**src/hdl/pdat_pkg.sv**
```systemverilog
`timescale 1ns / 1ps
// ----------------------------------------------------------------------------
// pdat_pkg
// Shared widths, register indexes and controller command types for the
// pose deviation adaptive threshold block.
// ----------------------------------------------------------------------------
package pdat_pkg;

    localparam int COUNT_WIDTH_DEF = 24;
    localparam int FRAC_BITS_DEF   = 16;

    localparam int ROT_W     = 16;
    localparam int ROT_FRAC  = 14;
    localparam int TRANS_W   = 32;
    localparam int DISP_W    = 32;
    localparam int CFG_W     = 24;
    localparam int CFG_IDX_W = 1;
    localparam int RAD_W     = 128;
    localparam int ROOT_RES_W = 64;
    localparam int ACC_W     = 129;
    localparam int ITER      = 64;

    localparam logic [CFG_IDX_W-1:0] REG_MAX_RANGE     = 1'b0;
    localparam logic [CFG_IDX_W-1:0] REG_MIN_DEVIATION = 1'b1;

    localparam logic [CFG_W-1:0] MAX_RANGE_RST = 24'd6553600;
    localparam logic [CFG_W-1:0] MIN_DEV_RST   = 24'd6554;

    typedef enum logic [3:0] {
        MUL_NONE,
        MUL_ROT,
        MUL_TX,
        MUL_TY,
        MUL_TZ,
        MUL_DISP,
        MUL_NSQ_LO,
        MUL_NSQ_HI,
        MUL_SLL,
        MUL_SLH,
        MUL_SHL,
        MUL_SHH
    } mul_sel_t;

    typedef enum logic [1:0] {
        ACC_HOLD,
        ACC_LOAD,
        ACC_ADD,
        ACC_SUB
    } acc_op_t;

    typedef enum logic [1:0] {
        SH_0,
        SH_32,
        SH_64
    } acc_sh_t;

    typedef enum logic [1:0] {
        SQ_NONE,
        SQ_ROOT,
        SQ_TRANS,
        SQ_DEV
    } sq_load_t;

    typedef struct packed {
        logic     load_in;
        sq_load_t sq_load;
        logic     sq_step;
        logic     div_load;
        logic     div_step;
        logic     rot_cap;
        logic     disp_cap;
        logic     stat_upd;
        logic     thr_cap;
        logic     out_load;
        mul_sel_t mul_sel;
        acc_op_t  acc_op;
        acc_sh_t  acc_sh;
    } pdat_cmd_t;

    typedef struct packed {
        logic iter_last;
        logic take;
        logic out_free;
    } pdat_status_t;

endpackage

```
**src/hdl/pdat_ctrl.sv**
```systemverilog
`timescale 1ns / 1ps
// ----------------------------------------------------------------------------
// pdat_ctrl
// Sequencer: walks one pose word through root, translation norm, statistics
// update and, if the sample is taken, deviation root and division.
// ----------------------------------------------------------------------------
module pdat_ctrl
(
    input  logic                   clk,
    input  logic                   rst_n,
    input  logic                   pose_valid,
    output logic                   pose_ready,
    input  pdat_pkg::pdat_status_t status,
    output pdat_pkg::pdat_cmd_t    cmd
);
    import pdat_pkg::*;

    typedef enum logic [25:0] {
        S_IDLE       = 26'd1 << 0,
        S_ROOT_INIT  = 26'd1 << 1,
        S_ROOT       = 26'd1 << 2,
        S_ROT        = 26'd1 << 3,
        S_TX         = 26'd1 << 4,
        S_TY         = 26'd1 << 5,
        S_TZ         = 26'd1 << 6,
        S_TSUM       = 26'd1 << 7,
        S_TROOT_INIT = 26'd1 << 8,
        S_TROOT      = 26'd1 << 9,
        S_DISP       = 26'd1 << 10,
        S_SQUARE     = 26'd1 << 11,
        S_DECIDE     = 26'd1 << 12,
        S_NS0        = 26'd1 << 13,
        S_NS1        = 26'd1 << 14,
        S_SS0        = 26'd1 << 15,
        S_SS1        = 26'd1 << 16,
        S_SS2        = 26'd1 << 17,
        S_SS3        = 26'd1 << 18,
        S_SS4        = 26'd1 << 19,
        S_DROOT_INIT = 26'd1 << 20,
        S_DROOT      = 26'd1 << 21,
        S_DIV_INIT   = 26'd1 << 22,
        S_DIV        = 26'd1 << 23,
        S_THR        = 26'd1 << 24,
        S_OUT        = 26'd1 << 25
    } state_t;

    state_t state_reg;
    state_t state_next;

    always_ff @(posedge clk or negedge rst_n)
    begin
        if (!rst_n)
        begin
            state_reg <= S_IDLE;
        end
        else
        begin
            state_reg <= state_next;
        end
    end

    assign pose_ready = (state_reg == S_IDLE);

    always_comb
    begin
        state_next = state_reg;
        cmd        = '0;
        cmd.sq_load = SQ_NONE;
        cmd.mul_sel = MUL_NONE;
        cmd.acc_op  = ACC_HOLD;
        cmd.acc_sh  = SH_0;
        case (state_reg)
            S_IDLE:
            begin
                if (pose_valid)
                begin
                    cmd.load_in = 1'b1;
                    state_next  = S_ROOT_INIT;
                end
            end
            S_ROOT_INIT:
            begin
                cmd.sq_load = SQ_ROOT;
                state_next  = S_ROOT;
            end
            S_ROOT:
            begin
                cmd.sq_step = 1'b1;
                if (status.iter_last)
                begin
                    state_next = S_ROT;
                end
            end
            S_ROT:
            begin
                cmd.mul_sel = MUL_ROT;
                state_next  = S_TX;
            end
            S_TX:
            begin
                cmd.rot_cap = 1'b1;
                cmd.mul_sel = MUL_TX;
                state_next  = S_TY;
            end
            S_TY:
            begin
                cmd.acc_op  = ACC_LOAD;
                cmd.mul_sel = MUL_TY;
                state_next  = S_TZ;
            end
            S_TZ:
            begin
                cmd.acc_op  = ACC_ADD;
                cmd.mul_sel = MUL_TZ;
                state_next  = S_TSUM;
            end
            S_TSUM:
            begin
                cmd.acc_op = ACC_ADD;
                state_next = S_TROOT_INIT;
            end
            S_TROOT_INIT:
            begin
                cmd.sq_load = SQ_TRANS;
                state_next  = S_TROOT;
            end
            S_TROOT:
            begin
                cmd.sq_step = 1'b1;
                if (status.iter_last)
                begin
                    state_next = S_DISP;
                end
            end
            S_DISP:
            begin
                cmd.disp_cap = 1'b1;
                state_next   = S_SQUARE;
            end
            S_SQUARE:
            begin
                cmd.mul_sel = MUL_DISP;
                state_next  = S_DECIDE;
            end
            S_DECIDE:
            begin
                cmd.stat_upd = 1'b1;
                if (status.take)
                begin
                    state_next = S_NS0;
                end
                else
                begin
                    state_next = S_OUT;
                end
            end
            S_NS0:
            begin
                cmd.mul_sel = MUL_NSQ_LO;
                state_next  = S_NS1;
            end
            S_NS1:
            begin
                cmd.acc_op  = ACC_LOAD;
                cmd.mul_sel = MUL_NSQ_HI;
                state_next  = S_SS0;
            end
            S_SS0:
            begin
                cmd.acc_op  = ACC_ADD;
                cmd.acc_sh  = SH_32;
                cmd.mul_sel = MUL_SLL;
                state_next  = S_SS1;
            end
            S_SS1:
            begin
                cmd.acc_op  = ACC_SUB;
                cmd.mul_sel = MUL_SLH;
                state_next  = S_SS2;
            end
            S_SS2:
            begin
                cmd.acc_op  = ACC_SUB;
                cmd.acc_sh  = SH_32;
                cmd.mul_sel = MUL_SHL;
                state_next  = S_SS3;
            end
            S_SS3:
            begin
                cmd.acc_op  = ACC_SUB;
                cmd.acc_sh  = SH_32;
                cmd.mul_sel = MUL_SHH;
                state_next  = S_SS4;
            end
            S_SS4:
            begin
                cmd.acc_op = ACC_SUB;
                cmd.acc_sh = SH_64;
                state_next = S_DROOT_INIT;
            end
            S_DROOT_INIT:
            begin
                cmd.sq_load = SQ_DEV;
                state_next  = S_DROOT;
            end
            S_DROOT:
            begin
                cmd.sq_step = 1'b1;
                if (status.iter_last)
                begin
                    state_next = S_DIV_INIT;
                end
            end
            S_DIV_INIT:
            begin
                cmd.div_load = 1'b1;
                state_next   = S_DIV;
            end
            S_DIV:
            begin
                cmd.div_step = 1'b1;
                if (status.iter_last)
                begin
                    state_next = S_THR;
                end
            end
            S_THR:
            begin
                cmd.thr_cap = 1'b1;
                state_next  = S_OUT;
            end
            S_OUT:
            begin
                if (status.out_free)
                begin
                    cmd.out_load = 1'b1;
                    state_next   = S_IDLE;
                end
            end
            default:
            begin
                state_next = S_IDLE;
            end
        endcase
    end

endmodule

```
**config.mk**
```make
export PLATFORM = sky130hd
export DESIGN_NAME = pdat_ctrl
export DESIGN_NICKNAME = d
export VERILOG_FILES = /design/src/hdl/pdat_pkg.sv /design/src/hdl/pdat_ctrl.sv
export SDC_FILE = /design/constraint.sdc
export NUM_CORES = 1
export LEC_CHECK = 0
export BUFFER_PORTS_ARGS = -buffer_cell sky130_fd_sc_hd__buf_2
export CELL_PAD_IN_SITES_DETAIL_PLACEMENT = 1
export CELL_PAD_IN_SITES_GLOBAL_PLACEMENT = 2
export CORE_MARGIN = 2
export CORE_UTILIZATION = 35
export DETAILED_ROUTE_END_ITERATION = 16
export PLACE_DENSITY = 0.79
export SYNTH_ARGS = -nofsm -noshare
export SYNTH_HDL_FRONTEND = slang
export SYNTH_SLANG_ARGS = --single-unit
```
**constraint.sdc**
```tcl
create_clock -name clk -period 2.79 [get_ports clk]
set_input_delay 0.279 -clock clk [delete_from_list [all_inputs] [get_ports clk]]
set_output_delay 0.279 -clock clk [all_outputs]
set_load 0.005 [all_outputs]
```
==> results.txt, run 1 <==
----------------------------------------------------
[Power and ir drop]
  Maximum vdd ir drop ... 0.1982 mV
  Combinational cell fraction of total power ... 45.1%
  Clock power share ... 22.5%
  Fraction of power spent switching nets ... between 30% and 40%
  Share of total power in sequential cells ... 32.4%
  Leakage power summed over all cells ... a little over 1 nW
  Reported net switching power ... a little over 0.5 mW
  Int Power ... 0.8989 mW
  Pwr per Cell Area ... 682.9 nW/um^2

[Detailed routing]
  Iter 0 DRT Violations ... 59
  Detailed route wirelength on metal3 ... approximately 150 um
  Wirelength per Cell ... 19.42 um
  Detailed-router iteration count before antenna repair ... 4
  Post-route antenna net violation count ... 0
  Drt drc ... 0
  Total via count in the routed design ... 1,610
  Total wire length ... 5166 um
  Length of routed wiring on met1 ... 2320 um
  Detail Route met2 WL ... 2653 um
  Vias per cell ... 6.053
  Highest routed layer ... met4

[Timing]
  Share of the cycle needed by the critical path after routing ... 97.89%
  Worst Tran Pin Value ... 596.8 ps
  Final-report setup violation count ... 0
  Worst hold margin ... ~0.18 ps
  Max-slew violation total from the final report ... 0
  Final setup skew ... 6.502 ps
  Setup WS post-layout ... ~59 ps
  Final Hold Violating Endpoints ... 0
  Relative slew slack ... 60.21%
  Final worst path period need ... 2731 ps
  Highest achievable clock rate ... 0.3661 GHz

[Final layout]
  Synth-to-Final Area Change ... 22.28%
  Number of flip-flops under the largest register name ... 26
  Number of antenna cells inserted ... 0
  Highest-count cells in the layout ignoring fill and taps ... 25 x buf_2, 17 x dfrtp_1, 15 x buf_4
  Filler cells ... 544
  Final layout net count ... ~220
  Final non-filler cell total ... 266
  Final core area utilization ... about 44%
  Ratio of cells with drive above 1 in the final layout ... 35.85%
  Most frequent standard cell in the layout excluding fill and tap cells ... buf_2

[Floorplan]
  Rows ... 25
  Full die area ... between 5000 and 6000 sq um
  Initial standard-cell utilization of the core ... 36.03%
  Die Span X ... between 70 and 80 um
  Placeable Area ... 4692 sq um
  Vert. Die Dim ... 73.50 um
  Number of top-level pins ... 26

[Setup path]
  Worst setup path startpoint ... state_reg[8]
  Critical Path End Type ... primary output
  Worst-path cell chain ... nor4_4 > nand2_1 > or4_4 > nor3_1 > nor3_1 > nand3b_1 > buf_2
  Required @ worst endpoint ... between 2000 and 3000 ps
  Critical path arrival ... 2450 ps
  Source of the worst register-to-register timing path ... state_reg[7]
  Cell repeated most along the worst path ... nor3_1
  Reg2Reg Setup Slack ... ~330 ps
  Library cell contributing the largest single delay on the critical path ... or4_4
  Critical path launch point type ... flip-flop
  Peak fanout along the critical path ... 8
  R2r worst-path depth ... 5
  Timing endpoint of the critical path ... cmd[4]
  Worst R2R End ... state_reg[24]
  Critical path type ... flip-flop to primary output
  Peak per-stage delay on the critical path ... 590 ps

[Synth]
  Post-Synthesis Mean Instance Area ... 9.715 sq um
  Synthesized Nets ... 180
  Async SR Flop Fraction ... 100.0%
  Primary flip-flop cell chosen by synthesis mapping ... dfrtp_1
  Sequential cell area fraction in the yosys report ... about two fifths
  Total of warnings raised by yosys ... 0
  FF+latch count, synth ... 26
  Cells after Synth ... 174
  Post-synthesis instance area ... ~1700 sq um
  Count of flip-flops with a built-in enable after synthesis ... 0
  Number of distinct standard cells referenced by the synthesized netlist ... 52

[Flow run]
  Maxcap violations ... 0

[Hold path]
  Class of the most critical hold timing path ... primary input to asynchronous set/reset pin

[CTS]
  Buffer levels on the longest clock path ... 2
  Number of clock sinks seen by CTS ... 26
  H-tree depth ... 1
  CTS tree ... yes
  CTS root buffer ... clkbuf_8
  Clock buffers created by TritonCTS ... 3
  Clock insertion delay at the later pin of the skew report ... roughly 270 ps
  Post-CTS clock slew at the launch and capture registers of the worst setup and hold paths ... 100 ps

[Status]
  Run status ... completed

[Placed design]
  Port Buffer Count ... 25
  Weighted congestion reported at the end of routability-driven placement ... between 0.8 and 0.9
  Pre-CTS worst setup slack ... 252.6 ps
  DP Cell Count ... 256
  Half-perimeter wire length of the detailed placement result ... roughly 4000 um

[GRT]
  Initial antenna violation count ... 0
  First-pass GRT wire length ... 8004 um
  Vias in the first global route ... 1,556
  Maximum number of pins on one net before global-route repair ... 27
  GR Util All Layers ... 19.43%
  Total congestion overflow after global routing ... 0

----------------------------------------------------
what timing repair did:
item	in CTS	in global routing
resized for setup	2	12
hold endpoints to repair	0	0
pin swaps	1	2
endpoints found under the setup margin	4	7
hold buffers	0	0
buffers inserted	2	4
layout make-up:
class | count | area [sq um] | area share [%]
multi-input cells | 137 | 1010 | 48.85
flip-flops and latches | 26 | 661.9 | 32.02
repair buffers | 40 | 237.7 | 11.50
well taps | 54 | 67.56 | 3.269
clock buffers | 3 | 41.29 | 1.998
clock inverters | 1 | 30.03 | 1.453
inverters | 5 | 18.77 | 0.9080
worst max-delay path: cells and delay by family (launching register included):
kind	cells	cell delay (ps)
DFF	1	480
buffers and inverters	1	110
and+or+nand+nor	6	1590
through the flow:
| step | total power, mW | setup TNS [ps] | cell area, sq um |
|---|---|---|---|
| finish | 1.412 | 0 | 2067 |
| global route | 1.488 | -83.35 | 2067 |
| CTS | 1.381 | 0 | 2008 |
| detailed placement | 1.029 | 0 | 1911 |
| global placement | 1.006 | 0 | 1911 |
| floorplan | 0.8313 | 0 | 1690 |
metal layers:
metal  up-vias  global-route usage [%]
li1        743                       -
met1       832                   25.41
met5         -                       0
met4         0                   4.242
met2        29                   33.63
met3         6                   3.155
power by group through the flow:
| stage | clock network [mW] | logic [mW] | registers (mW) |
|---|---|---|---|
| 2_1_floorplan | 0 | 0.394 | 0.437 |
| 3_3_place_gp | 0 | 0.548 | 0.458 |
| 3_5_place_dp | 0 | 0.566 | 0.463 |
| 4_1_cts | 0.326 | 0.600 | 0.455 |
| 5_1_grt | 0.339 | 0.687 | 0.462 |
| 6_report | 0.318 | 0.637 | 0.457 |
cell usage after synthesis (2+ instances only):
cell,count,share of area [%]
dfrtp_1,25,37
nor2_1,17,3.8
nand2_1,14,3.1
nor3_1,12,3.6
nand4_1,9,3.3
nand2b_1,6,2.2
and4b_1,5,3.0
inv_1,5,1.1
nor4_2,5,3.7
nand3b_1,4,1.8
nor4_1,4,1.5
or4_1,4,1.8
and2_1,3,1.1
and4_1,3,1.6
nand3_1,3,0.89
nor4b_1,3,1.6
o21ai_0,3,0.89
or3_1,3,1.1
or4_4,3,2.0
or4b_2,3,1.8
xor2_1,3,1.6
buf_2,2,0.59
buf_6,2,1.3
clkbuf_1,2,0.44
nor3b_1,2,0.89
o22ai_1,2,0.74
xnor2_1,2,1.0
cell families after synthesis:
kind of cell	after synthesis	share of synthesized area [%]
xor gates and xnor gates	5	2.591
DFF	26	38.56
buffers and inverters	11	3.479
AOI/OAI and AO/OA	20	10.29
and+or+nand+nor	112	45.08
worst min-delay path by stage:
| stage | startpoint | to | slack (ps) |
|---|---|---|---|
| 2_1_floorplan | rst_n | state_reg[10] | -20 |
| 3_3_place_gp | rst_n | state_reg[24] | 320 |
| 3_5_place_dp | rst_n | state_reg[24] | 320 |
| 4_1_cts | rst_n | state_reg[24] | 20 |
| 5_1_grt | rst_n | state_reg[24] | 40 |
| 6_report | rst_n | state_reg[10] | 0.2 |
Power figures use the tool's default switching activity.
==> run 2, diff against run 1 <==
--- a/config.mk
+++ b/config.mk
@@ -5,7 +5,7 @@
 export SDC_FILE = /design/constraint.sdc
 export NUM_CORES = 1
 export LEC_CHECK = 0
-export BUFFER_PORTS_ARGS = -buffer_cell sky130_fd_sc_hd__buf_2
+export BUFFER_PORTS_ARGS = -buffer_cell sky130_fd_sc_hd__buf_4
 export CELL_PAD_IN_SITES_DETAIL_PLACEMENT = 1
 export CELL_PAD_IN_SITES_GLOBAL_PLACEMENT = 2
 export CORE_MARGIN = 2
==> constraint.sdc (replaced) <==
create_clock -name clk -period 3.1 [get_ports clk]
set_input_delay 0.31 -clock clk [delete_from_list [all_inputs] [get_ports clk]]
set_output_delay 0.31 -clock clk [all_outputs]
set_load 0.005 [all_outputs]
==> results.txt, run 2 (same netlist as run 1, synthesis figures left out) <==
----------------------------------------------------
[Status]
  Run status ... completed (unchanged)

[Power and ir drop]
  Maximum vdd ir drop ... 0.1810 mV (was 0.1982 mV)
  Pwr per Cell Area ... 587.9 nW/um^2 (was 682.9 nW/um^2)
  Leakage power summed over all cells ... 1.001 nW (was 1.034 nW)

[Floorplan]
  Vert. Die Dim ... 73.50 um (unchanged)
  Full die area ... 5402 sq um (unchanged)
  Die Span X ... 73.50 um (unchanged)
  Placeable Area ... 4692 sq um (unchanged)
  Rows ... 25 (unchanged)
  Number of top-level pins ... 26 (unchanged)
  Initial standard-cell utilization of the core ... 36.03% (unchanged)

[Setup path]
  R2r worst-path depth ... 5 (unchanged)
  Required @ worst endpoint ... 2790 ps (was 2510 ps)
  Critical path arrival ... 2620 ps (was 2450 ps)
  Critical path launch point type ... flip-flop (unchanged)
  Peak fanout along the critical path ... 8 (unchanged)
  Critical path type ... flip-flop to primary output (unchanged)
  Critical Path End Type ... primary output (unchanged)
  Source of the worst register-to-register timing path ... state_reg[4] (was state_reg[7])
  Reg2Reg Setup Slack ... 660 ps (was 330 ps)
  Worst R2R End ... state_reg[24] (unchanged)

[Placed design]
  DP Cell Count ... 253 (was 256)
  Weighted congestion reported at the end of routability-driven placement ... 0.8904 (was 0.8618)
  Half-perimeter wire length of the detailed placement result ... 3700 um (was 3969 um)
  Port Buffer Count ... 25 (unchanged)

[GRT]
  Vias in the first global route ... 1,523 (was 1,556)
  Total congestion overflow after global routing ... 0 (unchanged)
  GR Util All Layers ... 19.22% (was 19.43%)
  Maximum number of pins on one net before global-route repair ... 27 (unchanged)
  Global-route track usage on met2 ... 31.85% (was 33.63%)
  Met3 usage ... 2.058% (was 3.155%)
  First-pass GRT wire length ... 7921 um (was 8004 um)
  Initial antenna violation count ... 0 (unchanged)
  Met1 routing resource usage after global routing ... 26.24% (was 25.41%)
  Most congested layer reported by global routing ... met2 (unchanged)

[Final layout]
  Number of antenna cells inserted ... 0 (unchanged)
  Multi-input logic area ... 988.4 sq um (was 1010 sq um)
  Sequential cell area ... 651.9 sq um (was 661.9 sq um)
  Synth-to-Final Area Change ... 20.73% (was 22.28%)
  Ratio of cells with drive above 1 in the final layout ... 26.96% (was 35.85%)
  Final layout net count ... 211 (was 219)
  Filler cells ... 561 (was 544)
  Most frequent standard cell in the layout excluding fill and tap cells ... buf_4 (was buf_2)
  Highest-count cells in the layout ignoring fill and taps ... 31 x buf_4, 25 x dfrtp_1, 17 x nor2_1 (was 25 x buf_2, 17 x dfrtp_1, 15 x buf_4)
  Final non-filler cell total ... 258 (was 266)
  Number of flip-flops under the largest register name ... 26 (unchanged)

[Detailed routing]
  Total wire length ... 4937 um (was 5166 um)
  Wirelength per Cell ... 19.14 um (was 19.42 um)
  Detailed-router iteration count before antenna repair ... 4 (unchanged)
  Post-route antenna net violation count ... 0 (unchanged)
  Iter 0 DRT Violations ... 61 (was 59)
  Drt drc ... 0 (unchanged)
  Vias per cell ... 5.915 (was 6.053)
  Total via count in the routed design ... 1,526 (was 1,610)

[CTS]
  Number of clock sinks seen by CTS ... 26 (unchanged)
  Clock buffers created by TritonCTS ... 3 (unchanged)
  Post-CTS clock slew at the launch and capture registers of the worst setup and hold paths ... 100 ps (about the same)
  CTS tree ... yes (unchanged)
  H-tree depth ... 1 (unchanged)
  Setup Fix Bufs, Post-CTS ... 0 (was 2)
  Clock insertion delay at the later pin of the skew report ... 290 ps (was 270 ps)
  Buffer levels on the longest clock path ... 2 (unchanged)
  CTS root buffer ... clkbuf_8 (unchanged)

[Hold path]
  Hold depth ... 2
  Class of the most critical hold timing path ... primary input to flip-flop (was primary input to asynchronous set/reset pin)
  Endpoint of the worst hold path ... state_reg[0]
  Hold path startpoint ... pose_valid

[Timing]
  Final worst path period need ... just under 3000 ps
  Worst Tran Pin Value ... 496.4 ps (was 596.8 ps)
  Aggregate negative setup slack ... 0 ps (unchanged)
  Max-slew violation total from the final report ... 0 (unchanged)
  Final Hold Violating Endpoints ... 0 (unchanged)
  Highest achievable clock rate ... 0.3417 GHz
  Relative slew slack ... 66.44% (was 60.21%)
  Final setup skew ... 6.500 ps (was 6.502 ps)
  Unrepaired setup endpoints after global routing ... no
  Share of the cycle needed by the critical path after routing ... 94.41%
  Final-report setup violation count ... 0 (unchanged)

[Flow run]
  Maxcap violations ... 0 (unchanged)

----------------------------------------------------
==> run 2: layout make-up <==
type                       count  share of cell area [%]
multi-input combinational    137                   48.44
timing repair buffer          32                   11.89
sequential                    26                   31.94
tap                           54                   3.311
inverter                       5                  0.9197
clock inverter                 1                   1.471
clock buffer                   3                   2.023
==> run 2: repair_timing <==
action / in CTS / in global routing
endpoints found under the setup margin: 0 / 3
resized for setup: 0 / 1
hold buffers: 1 / 0
hold endpoints to repair: 25 / 0
==> run 2: metrics by stage <==
step | instance area, sq um | util (%) | hold slack (ps) | total power [mW] | worst slack, ps
4_1_cts | 2032 | 43.31 | 179.7 | 1.204 | 77.97
3_3_place_gp | 1951 | 41.57 | 250.5 | 0.8949 | 487.4
6_report | 2041 | 43.49 | 184.8 | 1.200 | 173.4
5_1_grt | 2041 | 43.49 | 181.3 | 1.270 | 1.554
3_5_place_dp | 1951 | 41.57 | 258.4 | 0.9039 | 417.5
2_1_floorplan | 1690 | - | 14.41 | 0.7482 | 674.4
==> run 2: layer usage <==
| metal | routed length (um) | part of all wire [%] | up-vias |
|---|---|---|---|
| met5 | 0 | 0 | - |
| met4 | 60 | 1.2 | 0 |
| met3 | 106 | 2.1 | 5 |
| met2 | 2460 | 50 | 22 |
| met1 | 2308 | 47 | 772 |
| li1 | - | - | 727 |
==> run 2: how the worst max path moves through the flow <==
stage               slack [ps]     startpoint  endpoint
floorplan                  670   state_reg[9]    cmd[5]
global placement           490  state_reg[21]    cmd[5]
detailed placement         420  state_reg[21]    cmd[5]
CTS                         80  state_reg[21]    cmd[5]
global route                 2   state_reg[8]    cmd[5]
finish                     170   state_reg[8]    cmd[5]
==> run 2: critical path: stages, from the launching register on <==
cell and delay [ps]:
dfrtp_1 500, nor4_2 300, buf_4 190, nand4_2 200, or4_4 590, nor3b_4 250, nor2_1 90, nand4bb_1 100
buf_4 110
==> run 2: where the power goes <==
part | switching, mW | internal [mW]
registers | 0.0426 | 0.366
logic | 0.265 | 0.227
clock network | 0.126 | 0.173
==> run 3, diff against run 2 <==
==> config.mk (replaced) <==
export PLATFORM = sky130hd
export DESIGN_NAME = pdat_ctrl
export DESIGN_NICKNAME = d
export VERILOG_FILES = /design/src/hdl/pdat_pkg.sv /design/src/hdl/pdat_ctrl.sv
export SDC_FILE = /design/constraint.sdc
export NUM_CORES = 1
export LEC_CHECK = 0
export BUFFER_PORTS_ARGS = -buffer_cell sky130_fd_sc_hd__buf_4
export CORE_MARGIN = 2
export CORE_UTILIZATION = 56
export DETAILED_ROUTE_END_ITERATION = 16
export PLACE_DENSITY = 0.8
export RECOVER_POWER = 100
export SLEW_MARGIN = 0
export SYNTH_ARGS = -nofsm -noshare
export SYNTH_HDL_FRONTEND = slang
export SYNTH_SLANG_ARGS = --single-unit
==> results.txt, run 3 (same netlist as run 1, synthesis figures left out) <==
----------------------------------------------------
[GRT]
  Vias in the first global route ... 1,560 (was 1,523)
  Initial antenna violation count ... 0 (unchanged)
  First-pass GRT wire length ... 7038 um (was 7921 um)
  Most congested layer reported by global routing ... met2 (unchanged)
  GR Util All Layers ... 26.59% (was 19.22%)
  Global-route track usage on met2 ... 46.67% (was 31.85%)
  Maximum number of pins on one net before global-route repair ... 27 (unchanged)
  Met3 usage ... 2.418% (was 2.058%)
  Total congestion overflow after global routing ... 0 (unchanged)
  Met1 routing resource usage after global routing ... 34.37% (was 26.24%)

[Floorplan]
  Placeable Area ... 2805 sq um (was 4692 sq um)
  Full die area ... 3474 sq um (was 5402 sq um)
  Number of top-level pins ... 26 (unchanged)
  Die Span X ... 58.94 um (was 73.50 um)
  Rows ... 19 (was 25)
  Vert. Die Dim ... 58.94 um (was 73.50 um)
  Initial standard-cell utilization of the core ... 60.26% (was 36.03%)

[Detailed routing]
  Total wire length ... 4118 um (was 4937 um)
  Drt drc ... 1 (was 0)
  Iter 0 DRT Violations ... 100 (was 61)
  Total via count in the routed design ... 1,529 (was 1,526)
  Wirelength per Cell ... 17.67 um (was 19.14 um)
  Vias per cell ... 6.562 (was 5.915)
  Detailed-router iteration count before antenna repair ... 10 (was 4)
  Post-route antenna net violation count ... 0 (unchanged)

[CTS]
  Post-CTS clock slew at the launch and capture registers of the worst setup and hold paths ... 150 ps (was 100 ps)
  Clock insertion delay at the later pin of the skew report ... 330 ps (was 290 ps)
  Setup Fix Bufs, Post-CTS ... 0 (unchanged)
  Number of clock sinks seen by CTS ... 26 (unchanged)
  Clock buffers created by TritonCTS ... 3 (unchanged)
  CTS root buffer ... clkbuf_4 (was clkbuf_8)
  CTS tree ... yes (unchanged)
  Buffer levels on the longest clock path ... 2 (unchanged)
  H-tree depth ... 1 (unchanged)

[Power and ir drop]
  Pwr per Cell Area ... 525.3 nW/um^2 (was 587.9 nW/um^2)
  Maximum vdd ir drop ... 0.3100 mV (was 0.1810 mV)
  Post-layout power ... 1.012 mW (was 1.200 mW)
  Leakage power summed over all cells ... 0.9601 nW (was 1.001 nW)

[Setup path]
  Peak fanout along the critical path ... 8 (unchanged)
  Required @ worst endpoint ... 2790 ps (about the same)
  Library cell contributing the largest single delay on the critical path ... nor4_1 (was or4_4)
  Top Family by Delay on Critical Path ... simple AND/OR/NAND/NOR gates (unchanged)
  Critical path arrival ... 2630 ps (was 2620 ps)
  Peak per-stage delay on the critical path ... 640 ps (was 590 ps)
  Reg2Reg Setup Slack ... 470 ps (was 660 ps)
  Number of buffers and inverters on the critical path ... 2 (unchanged)
  Worst-path cell chain ... nor4_2 > buf_4 > nand2_1 > nor4_1 > a211oi_1 > nand2_1 > clkbuf_4 (was nor4_2 > buf_4 > nand4_2 > or4_4 > nor3b_4 > nor2_1 > nand4bb_1 > buf_4)
  Critical Path End Type ... primary output (unchanged)
  Cell repeated most along the worst path ... nand2_1 (was buf_4)
  Critical path launch point type ... flip-flop (unchanged)
  Critical path type ... flip-flop to primary output (unchanged)

[Timing]
  Worst hold margin ... 144.1 ps (was 184.8 ps)
  Aggregate negative setup slack ... 0 ps (unchanged)
  Max-slew violation total from the final report ... 0 (unchanged)
  Worst Tran Pin Value ... 1421 ps (was 496.4 ps)
  Highest achievable clock rate ... 0.3400 GHz (was 0.3417 GHz)
  Final Hold Violating Endpoints ... 0 (unchanged)
  Final setup skew ... 13.98 ps (was 6.500 ps)
  Unrepaired setup endpoints after global routing ... no (unchanged)
  Relative slew slack ... 5.297% (was 66.44%)
  Share of the cycle needed by the critical path after routing ... 94.87% (was 94.41%)
  Final-report setup violation count ... 0 (unchanged)
  Final worst path period need ... 2941 ps (was 2927 ps)

[Final layout]
  Synth-to-Final Area Change ... 13.92% (was 20.73%)
  Highest-count cells in the layout ignoring fill and taps ... 25 x dfrtp_1, 17 x nor2_1, 16 x buf_4 (was 31 x buf_4, 25 x dfrtp_1, 17 x nor2_1)
  Number of flip-flops under the largest register name ... 26 (unchanged)
  Number of antenna cells inserted ... 0 (unchanged)
  Final layout net count ... 209 (was 211)
  Most frequent standard cell in the layout excluding fill and tap cells ... dfrtp_1 (was buf_4)
  Ratio of cells with drive above 1 in the final layout ... 23.76% (was 26.96%)

[Status]
  Violations in the final reports ... DRC
  Run status ... finished with violations (was completed)

[Placed design]
  Half-perimeter wire length of the detailed placement result ... 3141 um (was 3700 um)
  Port Buffer Count ... 25 (unchanged)
  Weighted congestion reported at the end of routability-driven placement ... 0.8947 (was 0.8904)

[Flow run]
  Maxcap violations ... 0 (unchanged)

[Hold path]
  Class of the most critical hold timing path ... primary input to flip-flop (unchanged)

----------------------------------------------------
run 3: worst paths after layout:
kind | from | cells past startpoint | to
hold reg to reg | state_reg[21] | 1 | state_reg[21]
min in group asynchronous | rst_n | 2 | state_reg[11]
hold / removal | pose_valid | 2 | state_reg[0]
setup / recovery | state_reg[8] | 7 | cmd[3]
max in group asynchronous | rst_n | 2 | state_reg[6]
setup reg to reg | state_reg[4] | 6 | state_reg[21]
run 3: per-stage QoR:
stage	setup slack (ps)	std cells	utilization [%]	instance area, sq um
4_1_cts	169.4	233	69.63	1953
3_3_place_gp	601.7	228	67.98	1907
3_5_place_dp	565.9	228	67.98	1907
5_1_grt	11.86	233	68.64	1926
2_1_floorplan	674.4	174	-	1690
6_report	159.2	233	68.64	1926
run 3: per-layer routing:
| layer | part of all wire [%] | vias to the layer above | wire, um |
|---|---|---|---|
| li1 | - | 728 | - |
| met1 | 43 | 741 | 1751 |
| met2 | 50 | 54 | 2079 |
| met3 | 5.5 | 6 | 225 |
| met4 | 1.5 | 0 | 61 |
| met5 | 0 | - | 0 |
run 3: report_power, final:
group | switching (mW) | internal (mW) | total (mW)
registers | 0.0418 | 0.366 | 0.407
logic | 0.236 | 0.192 | 0.428
clock network | 0.104 | 0.0719 | 0.176
total | 0.382 | 0.630 | 1.01
run 3: worst reg2reg max path: cells and delay by family, from the launching register on:
| kind | cells | cell delay [ps] |
|---|---|---|
| AO/OA/AOI/OAI | 3 | 860 |
| AND/OR/NAND/NOR | 3 | 1220 |
| flip-flops | 1 | 520 |
run 3: area by class of cell:
class                      count  area, sq um
multi-input combinational    137        955.9
clock buffer                   4        36.28
tap                           31        38.79
inverter                       5        18.77
sequential                    26        651.9
timing repair buffer          30        224.0
fill                         240        879.6
run 3: timing repair:
action,4_1_cts,5_1_grt
hold buffers,1,0
endpoints found under the setup margin,0,3
resized for setup,0,1
hold endpoints to repair,25,0
